## src/design/hsv_color_segmenter_top_assert.svh

```systemverilog
// Assertion macros shared by the segmenter modules.
`ifndef HSV_COLOR_SEGMENTER_TOP_ASSERT_SVH
`define HSV_COLOR_SEGMENTER_TOP_ASSERT_SVH

// Same-cycle implication, checked outside reset.
`define HSVSEG_ASSERT_IMP(lbl, ante, cons, msg) \
  lbl: assert property (@(posedge clk) disable iff (!rst_n) (ante) |-> (cons)) \
    else $error(msg);

// Next-cycle implication, checked outside reset.
`define HSVSEG_ASSERT_NXT(lbl, ante, cons, msg) \
  lbl: assert property (@(posedge clk) disable iff (!rst_n) (ante) |=> (cons)) \
    else $error(msg);

`endif

```

## src/design/hsvseg_pkg.sv

```systemverilog
package hsvseg_pkg;

  localparam int NUM_CLS = 4;

  typedef logic [1:0] cls_t;
  typedef logic [NUM_CLS-1:0] flags_t;

  localparam cls_t CLS_RED    = 2'd0;
  localparam cls_t CLS_YELLOW = 2'd1;
  localparam cls_t CLS_GREEN  = 2'd2;
  localparam cls_t CLS_BLUE   = 2'd3;

  localparam logic CMD_TALLY = 1'b0;
  localparam logic CMD_MASK  = 1'b1;

  localparam logic [7:0] MASK_HIT  = 8'd0;
  localparam logic [7:0] MASK_MISS = 8'd255;

  typedef struct packed {
    logic   upd;
    logic   clear;
    flags_t flags;
  } tally_req_t;

endpackage

```

## src/design/hsvseg_classify.sv

```systemverilog
module hsvseg_classify (
  input  logic [7:0]        blue,
  input  logic [7:0]        green,
  input  logic [7:0]        red,
  output hsvseg_pkg::flags_t flags
);
  import hsvseg_pkg::*;

  localparam int W = 20;

  logic [7:0]   mx;
  logic [7:0]   mn;
  logic [W-1:0] d;
  logic [W-1:0] m;
  logic [W-1:0] hn;
  logic         hit_red;
  logic         hit_yel;
  logic         hit_grn;
  logic         hit_blu;

  always_comb begin
    mx = red;
    mn = red;
    if (green > mx) mx = green;
    if (blue > mx)  mx = blue;
    if (green < mn) mn = green;
    if (blue < mn)  mn = blue;
    d = W'(mx - mn);
    m = W'(mx);
  end

  always_comb begin
    if (red == mx) begin
      if (green >= blue) begin
        hn = W'(60) * W'(green - blue);
      end else begin
        hn = W'(360) * d - W'(60) * W'(blue - green);
      end
    end else if (green == mx) begin
      hn = W'(120) * d + W'(60) * W'(blue) - W'(60) * W'(red);
    end else begin
      hn = W'(240) * d + W'(60) * W'(red) - W'(60) * W'(green);
    end
  end

  always_comb begin
    hit_red = ((hn > W'(356) * d) || (W'(10) * hn < W'(84) * d)) &&
              (W'(100) * d > W'(63) * m) && (W'(100) * d < W'(88) * m) &&
              (W'(100) * m > W'(38 * 255));
    hit_yel = (hn > W'(52) * d) && (hn < W'(58) * d) &&
              (W'(100) * d > W'(65) * m) && (W'(100) * d < W'(80) * m) &&
              (W'(100) * m > W'(50 * 255));
    hit_grn = (hn > W'(75) * d) && (hn < W'(88) * d) &&
              (W'(100) * d > W'(45) * m) && (W'(100) * d < W'(80) * m) &&
              (W'(100) * m > W'(57 * 255));
    hit_blu = (hn > W'(213) * d) && (hn < W'(223) * d) &&
              (W'(100) * d > W'(40) * m) && (d < W'(6) * m) &&
              (W'(100) * m < W'(52 * 255)) && (W'(100) * m > W'(40 * 255));
    flags = '0;
    if (d != '0) begin
      flags[CLS_RED]    = hit_red;
      flags[CLS_YELLOW] = hit_yel;
      flags[CLS_GREEN]  = hit_grn;
      flags[CLS_BLUE]   = hit_blu;
    end
  end

endmodule

```

## src/design/hsvseg_tally.sv

```systemverilog
`include "hsv_color_segmenter_top_assert.svh"

module hsvseg_tally #(
  parameter int COUNT_BITS = 21
) (
  input  logic                   clk,
  input  logic                   rst_n,
  input  logic                   adv,
  input  hsvseg_pkg::tally_req_t req,
  output hsvseg_pkg::cls_t       dominant
);
  import hsvseg_pkg::*;

  logic [COUNT_BITS-1:0] cnt_r   [NUM_CLS];
  logic [COUNT_BITS-1:0] cnt_nxt [NUM_CLS];
  logic [COUNT_BITS-1:0] base;
  logic [COUNT_BITS-1:0] best_val;

  always_comb begin
    for (int k = 0; k < NUM_CLS; k++) begin
      base = req.clear ? '0 : cnt_r[k];
      if (req.upd) begin
        cnt_nxt[k] = (req.flags[k] && !(&base)) ? base + 1'b1 : base;
      end else begin
        cnt_nxt[k] = cnt_r[k];
      end
    end
  end

  // Pick the largest count; earlier classes win ties.
  always_comb begin
    dominant = CLS_RED;
    best_val = cnt_nxt[CLS_RED];
    if (cnt_nxt[CLS_YELLOW] > best_val) begin
      dominant = CLS_YELLOW;
      best_val = cnt_nxt[CLS_YELLOW];
    end
    if (cnt_nxt[CLS_GREEN] > best_val) begin
      dominant = CLS_GREEN;
      best_val = cnt_nxt[CLS_GREEN];
    end
    if (cnt_nxt[CLS_BLUE] > best_val) begin
      dominant = CLS_BLUE;
    end
  end

  always_ff @(posedge clk) begin
    if (!rst_n) begin
      for (int k = 0; k < NUM_CLS; k++) begin
        cnt_r[k] <= '0;
      end
    end else if (adv) begin
      for (int k = 0; k < NUM_CLS; k++) begin
        cnt_r[k] <= cnt_nxt[k];
      end
    end
  end

  `HSVSEG_ASSERT_NXT(a_clear_bound, adv && req.upd && req.clear,
    (cnt_r[0] <= 1) && (cnt_r[1] <= 1) && (cnt_r[2] <= 1) && (cnt_r[3] <= 1),
    "count above one after frame clear")
  `HSVSEG_ASSERT_NXT(a_mask_keeps, adv && !req.upd,
    $stable(cnt_r[0]) && $stable(cnt_r[1]) && $stable(cnt_r[2]) && $stable(cnt_r[3]),
    "mask pixel changed counts")
  `HSVSEG_ASSERT_NXT(a_monotone, adv && req.upd && !req.clear,
    (cnt_r[0] >= $past(cnt_r[0])) && (cnt_r[1] >= $past(cnt_r[1])) &&
    (cnt_r[2] >= $past(cnt_r[2])) && (cnt_r[3] >= $past(cnt_r[3])),
    "count decreased without clear")

endmodule

```

## src/design/hsv_color_segmenter_top.sv

```systemverilog
// Request path: input register, one classify and count update, then result register.
// Throughput: one pixel per cycle unless out_tready stalls the output.
// Output register lets the input register fill while a result waits for out_tready.
// Reset (rst_n low, synchronous): pipeline empties and all class counts clear to zero.
`include "hsv_color_segmenter_top_assert.svh"

module hsv_color_segmenter_top #(
  parameter int COUNT_BITS = 21
) (
  input  logic        clk,
  input  logic        rst_n,
  input  logic        in_tvalid,
  output logic        in_tready,
  input  logic [23:0] in_tdata,   // blue[7:0], green[15:8], red[23:16]
  input  logic [1:0]  in_tuser,   // cmd[0], first_of_frame[1]
  output logic        out_tvalid,
  input  logic        out_tready,
  output logic [15:0] out_tdata   // mask_value[7:0], hit_flags[11:8], dominant[13:12]
);
  import hsvseg_pkg::*;

  logic       in_valid_r;
  logic       cmd_r;
  logic       first_r;
  logic [7:0] blue_r;
  logic [7:0] green_r;
  logic [7:0] red_r;
  logic       out_valid_r;
  logic [7:0] mask_r;
  flags_t     flags_r;
  cls_t       dom_r;

  logic       adv;
  flags_t     flags;
  cls_t       dominant;
  tally_req_t req;
  logic [7:0] mask_nxt;

  assign adv       = in_valid_r && (!out_valid_r || out_tready);
  assign in_tready = !in_valid_r || !out_valid_r || out_tready;

  hsvseg_classify u_classify (
    .blue  (blue_r),
    .green (green_r),
    .red   (red_r),
    .flags (flags)
  );

  assign req.upd   = (cmd_r == CMD_TALLY);
  assign req.clear = first_r;
  assign req.flags = flags;

  hsvseg_tally #(
    .COUNT_BITS (COUNT_BITS)
  ) u_tally (
    .clk      (clk),
    .rst_n    (rst_n),
    .adv      (adv),
    .req      (req),
    .dominant (dominant)
  );

  assign mask_nxt = (cmd_r == CMD_MASK && flags[dominant]) ? MASK_HIT : MASK_MISS;

  always_ff @(posedge clk) begin
    if (!rst_n) begin
      in_valid_r  <= 1'b0;
      out_valid_r <= 1'b0;
    end else begin
      if (in_tready) begin
        in_valid_r <= in_tvalid;
      end
      if (adv) begin
        out_valid_r <= 1'b1;
      end else if (out_tready) begin
        out_valid_r <= 1'b0;
      end
    end
  end

  always_ff @(posedge clk) begin
    if (in_tvalid && in_tready) begin
      cmd_r   <= in_tuser[0];
      first_r <= in_tuser[1];
      blue_r  <= in_tdata[7:0];
      green_r <= in_tdata[15:8];
      red_r   <= in_tdata[23:16];
    end
    if (adv) begin
      mask_r  <= mask_nxt;
      flags_r <= flags;
      dom_r   <= dominant;
    end
  end

  assign out_tvalid = out_valid_r;
  assign out_tdata  = {2'b00, dom_r, flags_r, mask_r};

  `HSVSEG_ASSERT_IMP(a_hit_dominant, out_valid_r && (mask_r == MASK_HIT),
    flags_r[dom_r], "mask hit without dominant class flag")
  `HSVSEG_ASSERT_IMP(a_mask_code, out_valid_r,
    (mask_r == MASK_HIT) || (mask_r == MASK_MISS), "mask value out of code set")
  `HSVSEG_ASSERT_NXT(a_stage_hold, in_valid_r && !adv,
    in_valid_r && $stable(red_r) && $stable(cmd_r), "input stage lost a pending request")

endmodule
```

## config.mk

```make
export PLATFORM = sky130hd
export DESIGN_NAME = hsv_color_segmenter_top
export DESIGN_NICKNAME = d
export VERILOG_FILES = /design/src/design/hsvseg_pkg.sv /design/src/design/hsvseg_classify.sv /design/src/design/hsvseg_tally.sv /design/src/design/hsv_color_segmenter_top.sv
export VERILOG_INCLUDE_DIRS = /design/src /design/src/design
export SDC_FILE = /design/constraint.sdc
export NUM_CORES = 2
export LEC_CHECK = 0
export ABC_AREA = 1
export BUFFER_PORTS_ARGS = -buffer_cell sky130_fd_sc_hd__buf_2
export CORE_MARGIN = 10
export CORE_UTILIZATION = 53
export DETAILED_ROUTE_END_ITERATION = 10
export MAX_ROUTING_LAYER = met4
export PLACE_DENSITY = 0.72
export SLEW_MARGIN = 10
export SYNTH_ARGS = -nofsm -noshare
export SYNTH_HDL_FRONTEND = slang
export SYNTH_SLANG_ARGS = --single-unit
```

## constraint.sdc

```tcl
create_clock -name clk -period 24.3 [get_ports clk]
set_clock_uncertainty 0.15 [all_clocks]
set_input_delay 2.43 -clock clk [delete_from_list [all_inputs] [get_ports clk]]
set_output_delay 2.43 -clock clk [all_outputs]
set_load 0.02 [all_outputs]
```

==> run_results.csv <==
group,metric,value,unit
timing,fin_hold_ws,379,ps
clocking,cts_root_buf,"clkbuf_16",
route,drcViolationCount,0,
die,rows,97,
die,core_area,0.0704,sq mm
setup_path,cp-end-kind,"flop",
route,postRouteAntennaNets,0,
clocking,cts_buffers,17,
place,port_buffers,45,
final_layout,drive_above_1_share,4.27,%
place,dp_hpwl,93800,microns
yosys,ys_types,69,
job,cap_violations,0,
timing,hold_viol,0,
setup_path,critical-path-top-delay-family,"compound AO/OA/AOI/OAI gates",
final_layout,final_area,0.0399,sq mm
global_route,overflow,0,
global_route,grt_pass1_vias,33123,
global_route,grt_max_degree,85,
final_layout,fin_nets,6240,
timing,setup_tns,0,ps
die,initial_core_util,53.8,%
route,wire_per_inst,18.5,microns
yosys,synth-main-ff-cell,"edfxtp_1",
yosys,synth_area_per_cell,7.31,sq um
setup_path,cp_common_cell,"nand2_1",
setup_path,slowest_delay,560,ps
min_path,hp-class,"reg -> reg",
route,vias,34339,
setup_path,crit_path_max_fanout,25,
yosys,synth_seq_area_share,9.39,%
setup_path,crit_start,"red_r[7]",
timing,fmax,45.1,MHz
clocking,cts.path.max_buffers,2,
timing,slew_viol_final,0,
clocking,insertion_delay,490,ps
setup_path,path_buf_inv,15,
timing,setup_violations,0,
route,drt_wl_total,114000,microns
place,dp_slack,1130,ps
global_route,grt_antenna_before_repair,1,
die,fp.dieH,287,microns
yosys,ys_seq_elements,119,
yosys,netlist_instances,5179,
final_layout,n_fill_cell,6869,
setup_path,cp-start-kind,"flop",
timing,worst_pin_slew,1010,ps
setup_path,cp_data_required_time,24360,ps
setup_path,crit_path_top_delay_cell,"edfxtp_1",
die,ios,48,
yosys,synthArstFlopShare,0,%
place,place.gp.congestion,1.01,
place,place_area,0.0392,sq mm
timing,timing.final.crit_share,91.2,%
yosys,synth_edf_count,117,
yosys,synth_area,0.0379,sq mm
route,drtIter0Drc,3100,
global_route,grt_pass1_wl,182000,microns
min_path,hp-start,"in_valid_r",
timing,min_period,22160,ps
final_layout,area_growth,5.28,%
route,first_pass_iters,7,
outcome,status,"completed",
timing,slew_headroom,31.9,%
setup_path,r2r-start,"red_r[7]",
clocking,cts_sinks,119,
clocking,cts-htree-levels,4,
clocking,cts_tree,"done",
die,die-area,0.0825,sq mm
die,die_x,287,microns
setup_path,path_class,"reg -> reg",
global_route,grt.total_usage,28.5,%
clocking,clk_pin_slew,70,ps
route,viasPerCell,5.58,
yosys,ys_warn_count,0,
setup_path,arrival,22220,ps
timing,worst_slack,2140,ps
## metal layers
metal / wire length [microns] / GRT usage [%] / share of wire, % / up-vias
li1: - / - / - / 16835
met1: 52600 / 39.9 / 46 / 15998
met2: 48900 / 42.8 / 43 / 1347
met3: 9700 / 3.89 / 8.5 / 159
met4: 2610 / 6.94 / 2.3 / 0
met5: 0 / - / 0 / -
## per-stage QoR
stage               utilization, %  instances
floorplan                        -       5180
global placement              55.6       6113
detailed placement            55.6       6113
CTS                           56.4       6145
global route                  56.6       6158
finish                        56.6       6159
## registers in the layout, indices dropped and copies added (netlist names), 2 cells and up
name           cells
u_tally.cnt_r     84
blue_r             8
green_r            8
red_r              8
flags_r            4
dom_r              2
## final timing paths
check | to | slack, ps | depth (start not counted)
setup / recovery | mask_r[6] | 2140 | 120
hold / removal | out_tvalid | 380 | 2
setup reg to reg | mask_r[6] | 2140 | 120
hold reg to reg | out_tvalid | 380 | 2
## cell type report
| cell class | instances | area, sq um | area share, % |
|---|---|---|---|
| multi-input combinational | 3931 | 30000 | 75.3 |
| antenna | 2 | 5.00 | 0.0126 |
| clock inverter | 14 | 138 | 0.345 |
| timing repair inverter | 2 | 10.0 | 0.0251 |
| clock buffer | 18 | 429 | 1.08 |
| tap | 940 | 1180 | 2.95 |
| sequential | 119 | 3550 | 8.92 |
| timing repair buffer | 103 | 661 | 1.66 |
| inverter | 1030 | 3880 | 9.73 |
## worst reg2reg max path: cells and delay by family, from the launching register on
kind	cells	cell delay (ps)
AOI/OAI and AO/OA	43	7480
buffers and inverters	15	2250
DFF	1	560
and+or+nand+nor	41	5000
adders and majority gates	15	5320
xor gates and xnor gates	6	1160
## placed cells by master (no fill, tap or decap), types with 93 or more instances in the layout
cell type / Yosys / final
inv_1: 1020 / 1016
nand2_1: 901 / 898
ha_1: 729 / 728
nor2_1: 415 / 413
a21oi_1: 372 / 372
fa_1: 277 / 277
xor2_1: 253 / 252
nand3_1: 211 / 211
o21ai_0: 186 / 185
edfxtp_1: 117 / 117
nand4_1: 93 / 93
## synth_stat cells, drive strengths merged (2+ instances only)
cell	n	share of area, %
inv	1028	10
nand2	922	9.3
ha	729	24
nor2	427	4.4
a21oi	372	4.9
fa	277	15
xor2	253	5.9
nand3	214	2.9
o21ai	202	2.8
edfxtp	117	9.3
nand4	93	1.5
xnor2	91	2.1
o21bai	68	1.3
clkbuf	54	0.54
nor3	50	0.67
buf	46	0.73
a21o	27	0.54
a31oi	24	0.40
and2	24	0.40
nor4	24	0.40
nand3b	20	0.44
a211oi	17	0.34
o31ai	17	0.34
o211ai	11	0.22
or2	10	0.17
a31o	9	0.21
o221ai	8	0.19
o21a	7	0.14
a21boi	5	0.099
o221a	4	0.12
a2111oi	3	0.069
a41oi	3	0.069
a221oi	2	0.046
a32o	2	0.053
clkinv	2	0.020
dfxtp	2	0.11
o311ai	2	0.046
o41ai	2	0.046
## cells by family after synthesis
logic type,count (synthesis),share of synthesized area (%)
AO/OA/AOI/OAI,792,12.1
XOR/XNOR,344,7.98
adder cells (fa/ha/maj),1006,38.7
buffers and inverters,1130,11.5
flip-flops,119,9.39
other,1,0.00991
AND/OR/NAND/NOR,1787,20.3
## repair_timing
action / in CTS / in global routing
gates resized for setup: 0 / 10
buffers inserted: 0 / 10
setup endpoints to repair: 0 / 3
hold buffers: 0 / 0
Power is left out: the tool's default activity adds up to more than one toggle a clock period on the data nets, which glitch-free logic cannot reach.
